<file path="src/lipe_pkg.sv">
// shared constants for the indicator led pattern engine
package lipe_pkg;

  localparam int unsigned NumLeds   = 4;
  localparam int unsigned ModeW     = 3;
  localparam int unsigned TargetW   = 3;
  localparam int unsigned PeriodW   = 8;
  localparam int unsigned BlinkW    = 3;
  localparam int unsigned PulseW    = 6;
  localparam int unsigned StepW     = 3;
  localparam int unsigned CfgIdxW   = 2;
  localparam int unsigned CfgDataW  = 8;

  // led slots
  localparam int unsigned LedGreen  = 0;
  localparam int unsigned LedYellow = 1;
  localparam int unsigned LedBlue   = 2;
  localparam int unsigned LedStatus = 3;

  // operation codes
  localparam logic OpTick    = 1'b0;
  localparam logic OpCommand = 1'b1;

  // command targets
  localparam logic [TargetW-1:0] TgtNone      = 3'd0;
  localparam logic [TargetW-1:0] TgtGreen     = 3'd1;
  localparam logic [TargetW-1:0] TgtYellow    = 3'd2;
  localparam logic [TargetW-1:0] TgtBlue      = 3'd3;
  localparam logic [TargetW-1:0] TgtStatus    = 3'd4;
  localparam logic [TargetW-1:0] TgtAll       = 3'd5;
  localparam logic [TargetW-1:0] TgtAllButSts = 3'd6;

  // led modes; code seven is stored and acts like hold
  localparam logic [ModeW-1:0] ModeHold   = 3'd0;
  localparam logic [ModeW-1:0] ModeBlink  = 3'd1;
  localparam logic [ModeW-1:0] ModeFlash  = 3'd2;
  localparam logic [ModeW-1:0] ModeDouble = 3'd3;
  localparam logic [ModeW-1:0] ModeWarn   = 3'd4;
  localparam logic [ModeW-1:0] ModeSolid  = 3'd5;
  localparam logic [ModeW-1:0] ModeOff    = 3'd6;

  localparam logic [StepW-1:0] StepIdle  = 3'd0;
  localparam logic [StepW-1:0] StepFirst = 3'd1;
  localparam logic [StepW-1:0] StepThird = 3'd3;
  localparam logic [StepW-1:0] StepLast  = 3'd7;

  // configuration register indexes
  localparam logic [CfgIdxW-1:0] CfgPeriodTicks  = 2'd0;
  localparam logic [CfgIdxW-1:0] CfgBlinkPeriods = 2'd1;
  localparam logic [CfgIdxW-1:0] CfgPulseTicks   = 2'd2;

  // register reset values
  localparam logic [PeriodW-1:0] PeriodTicksRst  = 8'd50;
  localparam logic [BlinkW-1:0]  BlinkPeriodsRst = 3'd5;
  localparam logic [PulseW-1:0]  PulseTicksRst   = 6'd5;

  typedef logic [ModeW-1:0] mode_t;

endpackage

</file>
<file path="src/led_indicator_pattern_engine.sv">
// indicator led pattern engine: mode registers, tick counters and led levels
// an accepted item's led levels are registered and shown on the outputs in the next cycle
// throughput: one item per cycle while out_ready_i takes each result; the only loop is the state register update
// an item is taken while a finished result is being taken in the same cycle
// reset (rst_ni low, asynchronous) sets all modes to hold, all leds off,
// all counters to zero and the registers to 50, 5 and 5 ticks/periods
module led_indicator_pattern_engine (
  input  logic                          clk_i,
  input  logic                          rst_ni,
  // configuration write port
  input  logic                          cfg_we_i,
  input  logic [lipe_pkg::CfgIdxW-1:0]  cfg_idx_i,
  input  logic [lipe_pkg::CfgDataW-1:0] cfg_data_i,
  // item channel
  input  logic                          in_valid_i,
  output logic                          in_ready_o,
  input  logic                          op_i,
  input  logic [lipe_pkg::TargetW-1:0]  target_i,
  input  logic [lipe_pkg::ModeW-1:0]    mode_i,
  // result channel
  output logic                          out_valid_o,
  input  logic                          out_ready_i,
  output logic                          green_on_o,
  output logic                          yellow_on_o,
  output logic                          blue_on_o,
  output logic                          status_on_o
);
  import lipe_pkg::*;

  // configuration registers
  logic [PeriodW-1:0] period_ticks_q;
  logic [BlinkW-1:0]  blink_periods_q;
  logic [PulseW-1:0]  pulse_ticks_q;

  // engine state
  mode_t              mode_q [NumLeds];
  mode_t              mode_d [NumLeds];
  logic [NumLeds-1:0] led_q, led_d;
  logic [PeriodW-1:0] fine_q, fine_d;
  logic [BlinkW-1:0]  period_cnt_q, period_cnt_d;
  logic [StepW-1:0]   step_q, step_d;
  logic [PulseW-1:0]  burst_cnt_q, burst_cnt_d;
  logic               out_valid_q;

  logic               in_xfer;
  logic [PeriodW:0]   fine_inc;
  logic [PulseW:0]    burst_inc;
  logic [BlinkW-1:0]  period_inc;
  logic               period_start;
  logic               blink_now;
  logic               step_change;
  logic               dbl_lvl;
  logic               wrn_lvl;
  logic [NumLeds-1:0] tgt_sel;

  // the result register frees up when its transfer completes
  assign in_ready_o = !out_valid_q || out_ready_i;
  assign in_xfer    = in_valid_i && in_ready_o;

  always_ff @(posedge clk_i or negedge rst_ni) begin
    if (!rst_ni) begin
      period_ticks_q  <= PeriodTicksRst;
      blink_periods_q <= BlinkPeriodsRst;
      pulse_ticks_q   <= PulseTicksRst;
    end else if (cfg_we_i) begin
      unique case (cfg_idx_i)
        CfgPeriodTicks:  period_ticks_q  <= cfg_data_i[PeriodW-1:0];
        CfgBlinkPeriods: blink_periods_q <= cfg_data_i[BlinkW-1:0];
        CfgPulseTicks:   pulse_ticks_q   <= cfg_data_i[PulseW-1:0];
        default: ;
      endcase
    end
  end

  // counter arithmetic; a zero register compares like one
  assign fine_inc     = {1'b0, fine_q} + 1'b1;
  assign period_start = fine_inc >= {1'b0, period_ticks_q};
  assign period_inc   = period_cnt_q + 1'b1;
  assign blink_now    = period_inc >= blink_periods_q;
  assign burst_inc    = {1'b0, burst_cnt_q} + 1'b1;
  assign step_change  = (step_q != StepIdle) && (burst_inc >= {1'b0, pulse_ticks_q});

  // which leds a command reaches
  always_comb begin
    tgt_sel = '0;
    unique case (target_i)
      TgtGreen:     tgt_sel[LedGreen]  = 1'b1;
      TgtYellow:    tgt_sel[LedYellow] = 1'b1;
      TgtBlue:      tgt_sel[LedBlue]   = 1'b1;
      TgtStatus:    tgt_sel[LedStatus] = 1'b1;
      TgtAll:       tgt_sel = '1;
      TgtAllButSts: begin
        tgt_sel[LedGreen]  = 1'b1;
        tgt_sel[LedYellow] = 1'b1;
        tgt_sel[LedBlue]   = 1'b1;
      end
      default: ;
    endcase
  end

  always_comb begin
    mode_d       = mode_q;
    led_d        = led_q;
    fine_d       = fine_q;
    period_cnt_d = period_cnt_q;
    step_d       = step_q;
    burst_cnt_d  = burst_cnt_q;
    dbl_lvl      = 1'b0;
    wrn_lvl      = 1'b0;
    if (op_i == OpTick) begin
      if (period_start) begin
        fine_d       = '0;
        period_cnt_d = blink_now ? '0 : period_inc;
        step_d       = StepFirst;
        burst_cnt_d  = '0;
      end else begin
        fine_d = fine_inc[PeriodW-1:0];
        if (step_q != StepIdle) begin
          if (step_change) begin
            burst_cnt_d = '0;
            step_d      = (step_q == StepLast) ? StepIdle : step_q + 1'b1;
          end else begin
            burst_cnt_d = burst_inc[PulseW-1:0];
          end
        end
      end
      // burst levels follow the new step
      dbl_lvl = (step_d == StepFirst) || (step_d == StepThird);
      wrn_lvl = step_d[0];
      for (int i = 0; i < NumLeds; i++) begin
        if (period_start && (mode_q[i] == ModeFlash ||
                             (blink_now && mode_q[i] == ModeBlink))) begin
          led_d[i] = !led_q[i];
        end
        if (period_start || step_change) begin
          if (mode_q[i] == ModeDouble) begin
            led_d[i] = dbl_lvl;
          end else if (mode_q[i] == ModeWarn) begin
            led_d[i] = wrn_lvl;
          end
        end
      end
    end else begin
      // solid and off act at once, other modes keep the level
      for (int i = 0; i < NumLeds; i++) begin
        if (tgt_sel[i]) begin
          mode_d[i] = mode_i;
          if (mode_i == ModeSolid) begin
            led_d[i] = 1'b1;
          end else if (mode_i == ModeOff) begin
            led_d[i] = 1'b0;
          end
        end
      end
    end
  end

  always_ff @(posedge clk_i or negedge rst_ni) begin
    if (!rst_ni) begin
      for (int i = 0; i < NumLeds; i++) begin
        mode_q[i] <= ModeHold;
      end
      led_q        <= '0;
      fine_q       <= '0;
      period_cnt_q <= '0;
      step_q       <= StepIdle;
      burst_cnt_q  <= '0;
      out_valid_q  <= 1'b0;
    end else begin
      if (in_xfer) begin
        mode_q       <= mode_d;
        led_q        <= led_d;
        fine_q       <= fine_d;
        period_cnt_q <= period_cnt_d;
        step_q       <= step_d;
        burst_cnt_q  <= burst_cnt_d;
        out_valid_q  <= 1'b1;
      end else if (out_ready_i) begin
        out_valid_q <= 1'b0;
      end
    end
  end

  // levels only change on an accepted item, so they double as the result
  assign out_valid_o = out_valid_q;
  assign green_on_o  = led_q[LedGreen];
  assign yellow_on_o = led_q[LedYellow];
  assign blue_on_o   = led_q[LedBlue];
  assign status_on_o = led_q[LedStatus];

  // burst counter only runs during a burst
  a_burst_cnt_idle: assert property (@(posedge clk_i) disable iff (!rst_ni)
    (burst_cnt_q != '0) |-> (step_q != StepIdle))
    else $error("burst tick count nonzero while burst idle");

  // commands never move the time base
  a_cmd_keeps_time: assert property (@(posedge clk_i) disable iff (!rst_ni)
    (in_xfer && op_i == OpCommand) |=> ($stable(fine_q) && $stable(step_q) &&
                                        $stable(period_cnt_q)))
    else $error("command advanced a counter");

  // solid to all lights every led in the next result
  a_solid_all: assert property (@(posedge clk_i) disable iff (!rst_ni)
    (in_xfer && op_i == OpCommand && target_i == TgtAll && mode_i == ModeSolid)
    |=> (out_valid_o && led_q == '1))
    else $error("solid command to all did not light every led");

  // a result appears only after an item transfer
  a_result_source: assert property (@(posedge clk_i) disable iff (!rst_ni)
    $rose(out_valid_q) |-> $past(in_xfer))
    else $error("result without an accepted item");

endmodule
</file>
<file path="config.mk">
export PLATFORM = sky130hd
export DESIGN_NAME = led_indicator_pattern_engine
export DESIGN_NICKNAME = d
export VERILOG_FILES = /design/src/lipe_pkg.sv /design/src/led_indicator_pattern_engine.sv
export SDC_FILE = /design/constraint.sdc
export NUM_CORES = 1
export LEC_CHECK = 0
export ABC_AREA = 1
export BUFFER_PORTS_ARGS = -buffer_cell sky130_fd_sc_hd__buf_4
export CAP_MARGIN = 20
export CORE_UTILIZATION = 45
export CTS_CLUSTER_SIZE = 25
export DETAILED_ROUTE_END_ITERATION = 7
export GPL_ROUTABILITY_DRIVEN = 0
export GPL_TIMING_DRIVEN = 0
export PLACE_DENSITY = 0.72
export SLEW_MARGIN = 10
export SYNTH_ARGS = -nofsm -noshare
export SYNTH_HDL_FRONTEND = slang
export SYNTH_SLANG_ARGS = --single-unit
export TNS_END_PERCENT = 10
</file>
<file path="constraint.sdc">
create_clock -name clk_i -period 7 [get_ports clk_i]
set_clock_uncertainty 0.05 [all_clocks]
set_input_delay 1.4 -clock clk_i [delete_from_list [all_inputs] [get_ports clk_i]]
set_output_delay 1.4 -clock clk_i [all_outputs]
set_load 0.01 [all_outputs]
</file>
======== Word-level counts from Yosys, hierarchy flattened ========
Index checks and enable logic that the tools add are counted.
storage, ports and cells
  flip-flop bits (word level) ............. 54
  bits in latches ......................... 0
  memory bits (writable) .................. 0
  memory bits (read-only) ................. 0
  logic and storage cells ................. 141
  memories kept ........................... 0
operators by class
  $add $sub $neg .......................... 4
  $mul .................................... 0
  divide/modulo/power cells ............... 0
  $lt $le $gt $ge ......................... 3
  equality and inequality tests ........... 34
  shift-type cells ........................ 0
  muxes and demuxes ....................... 39
  bitwise logic cells ..................... 1
  reductions and logical operators ........ 44
operator list
  kind                 count
  $eq 3x2->1 const B   11
  $eq 3x3->1 const B   10
  $reduce_and 3->1     10
  $mux 1               28
  $eq 3x1->1 const B   6
  $mux 3               6
  $mux 6               3
  $logic_and 1x1->1    10
  $add 8x1->9 const B  1
  $ge 9x8->1           1
  $reduce_or 3->1      3
  $mux 8               1
  $ne 2x1->1 const B   4
  $reduce_and 2->1     4
  $add 6x1->7 const B  1
  $ge 7x6->1           1
  $logic_or 1x1->1     7
  $add 3x1->3 const B  2
  $logic_not 1->1      5
  $mux 4               1
  $reduce_bool 2->1    2
  $ge 3x3->1           1
  $ne 3x1->1 const B   1
  $reduce_bool 3->1    1
  5 further kinds      5

======== Longest topological paths before layout ========
  depth in word-level cells ............... 12
  gate-level depth with buffers ........... 20
  gate-level depth less buffers ........... 20

======== Worst setup path before layout ========
OpenSTA, ideal clock, no wires.
  path kind ............................... input to output
  start point ............................. input out_ready_i
  end point ............................... output in_ready_o
  arrival ................................. 1.534 ns
  data required time ...................... 5.550 ns
  setup slack ............................. 4.016 ns
  stages on the path ...................... 2
  cells stage by stage .................... inv_1 nand2_1
between the ends
  cells in the longest elaborated chain, start to end .. 1
ends and longest elaborated chain
  item              RTL line                            RTL
  from (decl)       led_indicator_pattern_engine.sv:22  input logic out_ready_i,
  $logic_or 1x1->1  led_indicator_pattern_engine.sv:57  assign in_ready_o = !out_valid_q || out_ready_i;
  to (decl)         led_indicator_pattern_engine.sv:16  output logic in_ready_o,
Every way passes these cells.

======== Worst setup path after layout ========
Same ends and word-level chain as after synthesis.

==> qor.csv <==
stage,metric,value,unit
synth,YS warnings,0,
global_routing,initial antenna violation count,0,
floorplan,area of the die,0.00814,mm^2
worst_hold_path,Hold Path Class,reg -> reg,
floorplan,Starting Density,47.5,%
finish,Layout area overhead,11.9,%
clock_network,CTS tree,yes,
worst_hold_path,worst hold path startpoint,blink_periods_q[1],
clock_network,Clock Latency Late Sink,0.31,ns
sta,Setup Total Neg Slack,0,ns
detailed_routing,1st-iter DRT viols,141,
sta,final max-slew violation count,0,
clock_network,Post CTS Setup Buffer Count,0,
clock_network,Sink Count,54,
sta,final hold viol count,0,
placed_design,DP HPWL,5610,um
setup_path,critical path launch point type,input pin,
power_and_ir_drop,Pint,0.000698,W
synth,Mapped Cells,466,
synth,"flops & latches, synth",54,
sta,Final Cycle Share,46.0,%
power_and_ir_drop,Power Density,320,mW/mm^2
global_routing,largest net degree at the start of global routing,55,
detailed_routing,antenna-violating nets left,0,
global_routing,grt ovf,0,
finish,Nets,545,
power_and_ir_drop,Total Power,0.00125,W
detailed_routing,drt first pass iters,6,
synth,library cells used by synthesis,32,
sta,RSZ-0062 raised after global routing,false,
finish,fraction of layout cells with a size suffix above 1,13.4,%
power_and_ir_drop,leakage power,2.08,nW
job,maxcap violations,0,
floorplan,num rows,31,
clock_network,clock root buffer,clkbuf_8,
clock_network,# resized after CTS,0,
setup_path,crit path launch,out_ready_i,
power_and_ir_drop,VDD IR max,0.000100,V
clock_network,Max Root-Sink Buffers,2,
detailed_routing,drt drc,0,
placed_design,input/output buffers,27,
sta,Fmax,311,MHz
setup_path,kind of critical path,in -> out,
floorplan,I/O pins,28,
synth,Mapped Avg Cell Area,7.51,um^2
sta,relative slew slack,54.7,%
floorplan,Core ar.,0.00737,mm^2
setup_path,r2r startpoint,fine_q[0],
run_status,status,"complete, no violations",
sta,setup violators final,0,
clock_network,Clock H-tree levels,2,
synth,"Net Count, Synth",511,
power_and_ir_drop,Sw Pwr,0.000555,W
clock_network,CTS Buf Count,5,
synth,top_reg_cell synth,dfrtp_1,
detailed_routing,WL/cell,12.0,um
setup_path,r2r setup slk,4.03,ns
synth,Synth async-reset ratio,100,%
detailed_routing,DR vias,3003,
setup_path,crit-path max FO,3,
synth,post-synthesis sequential area ratio,38.8,%
clock_network,hold_buf cts,0,
setup_path,CP endpoint kind,output pin,
finish,n_diodes,0,
setup_path,required time worst endpoint,5.55,ns
sta,Worst Tran Pin Value,0.679,ns
global_routing,GRT Util Overall,19.4,%
power_and_ir_drop,combinational cell fraction of total power,47.8,%
power_and_ir_drop,Sw Share,44.3,%
setup_path,critical path arrival,1.77,ns
synth,number of synthesized flops with an enable pin,0,
power_and_ir_drop,sequential power share,37.5,%
power_and_ir_drop,clock share of power,14.7,%
synth,Post-Syn Area,0.00350,mm^2
floorplan,Die X,90.2,um
finish,fin area,0.00392,mm^2
clock_network,"CTS clk-pin slew, worst paths",0.10,ns
placed_design,dpl cell area,0.00383,mm^2
global_routing,vias in the first global route,2966,
detailed_routing,final WL,7190,um
detailed_routing,Vias/cell,5.01,
floorplan,Die H,90.2,um
global_routing,first-pass GRT wire length,12900,um
sta,minimum clock period,3.22,ns
-- final timing paths --
path | to | cells after the start
max in group asynchronous | period_cnt_q[0] | 1
max reg2reg | led_q[0] | 19
min | blink_periods_q[1] | 2
min in group asynchronous | period_ticks_q[7] | 1
max | in_ready_o | 4
min reg2reg | blink_periods_q[1] | 2
-- cells in the mapped netlist (2+ instances only) --
| library cell | n | area [um^2] |
|---|---|---|
| nand3_1 | 39 | 195 |
| nor2_4 | 2 | 22.5 |
| o21ai_1 | 10 | 50.1 |
| ha_1 | 23 | 288 |
| nand3_4 | 2 | 35.0 |
| nand3b_1 | 2 | 15.0 |
| dfstp_2 | 7 | 184 |
| o21ai_0 | 43 | 215 |
| o22ai_1 | 2 | 12.5 |
| nand4_1 | 7 | 43.8 |
| nand2_2 | 4 | 25.0 |
| a21oi_1 | 17 | 85.1 |
| nand2_4 | 2 | 22.5 |
| dfrtp_1 | 47 | 1180 |
| nand2_1 | 104 | 390 |
| nor3_1 | 2 | 10.0 |
| nor2_2 | 2 | 12.5 |
| xor2_1 | 10 | 87.6 |
| clkbuf_1 | 2 | 7.51 |
| inv_1 | 87 | 327 |
| nor2_1 | 36 | 135 |
| nand3_2 | 5 | 50.1 |
| inv_2 | 2 | 7.51 |
-- power by group through the flow --
| stage | combinational (W) | clock, W | sequential (W) |
|---|---|---|---|
| global route | 0.000690 | 0.000205 | 0.000482 |
| floorplan | 0.000458 | 0 | 0.000461 |
| CTS | 0.000603 | 0.000193 | 0.000470 |
| detailed placement | 0.000600 | 0 | 0.000476 |
| finish | 0.000599 | 0.000185 | 0.000470 |
| global placement | 0.000579 | 0 | 0.000471 |
-- area by class of cell --
| class | count | area, um^2 |
|---|---|---|
| Fill cell | 732 | 3450 |
| Multi-Input combinational cell | 319 | 1770 |
| Sequential cell | 54 | 1360 |
| Inverter | 90 | 340 |
| Timing Repair Buffer | 27 | 203 |
| Tap cell | 99 | 124 |
| Clock buffer | 5 | 68.8 |
| Buffer | 3 | 27.5 |
| Clock inverter | 3 | 22.5 |
-- cells by family after synthesis --
| kind of cell | Yosys count | share of synthesized area [%] |
|---|---|---|
| AO/OA/AOI/OAI | 77 | 11.8 |
| AND/OR/NAND/NOR | 208 | 27.9 |
| adder cells (fa/ha/maj) | 23 | 8.22 |
| flip-flops | 54 | 38.8 |
| XOR/XNOR | 11 | 2.75 |
| buffers and inverters | 93 | 10.5 |
-- critical path: stages --
cell	delay [ns]
buf_4	0.11
inv_1	0.04
nand2_1	0.07
buf_4	0.15
-- cell usage in the layout (no fill, tap or decap), drive strengths merged, types with 7 or more instances in the layout --
cell type  Yosys  final
o21ai         54     54
buf            1     28
dfrtp         47     47
nor2          40     40
ha            23     23
inv           90     92
nand3         46     46
a21oi         18     18
clkbuf         2      7
xor2          10     10
dfstp          7      7
nand2        111    111
nand4          7      7
-- per-layer routing --
metal  vias to the layer above  track usage (%)  wire length (um)
li1                       1554                -                 -
met1                      1399             24.7              3380
met2                        42             34.1              3480
met3                         8             2.88               240
met4                         0             5.65                90
met5                         -                0                 0
-- flip-flops by register name (all words and copies together) (netlist names) --
register and flops:
blink_periods_q 3, mode_q 12, out_valid_o 1, fine_q 8
burst_cnt_q 6, led_q 4, period_ticks_q 8, period_cnt_q 3
pulse_ticks_q 6, step_q 3
-- metrics by stage --
stage / utilization [%] / setup WS (ns) / hold WS [ns] / instances
2_1_floorplan: - / 4.02 / 0.403 / 466
3_3_place_gp: 51.9 / 3.80 / 0.421 / 592
3_5_place_dp: 51.9 / 3.78 / 0.428 / 592
4_1_cts: 53.2 / 3.78 / 0.453 / 600
5_1_grt: 53.2 / 3.76 / 0.480 / 600
6_report: 53.2 / 3.78 / 0.449 / 600
Note: power is estimated with default switching activity, not from simulation.
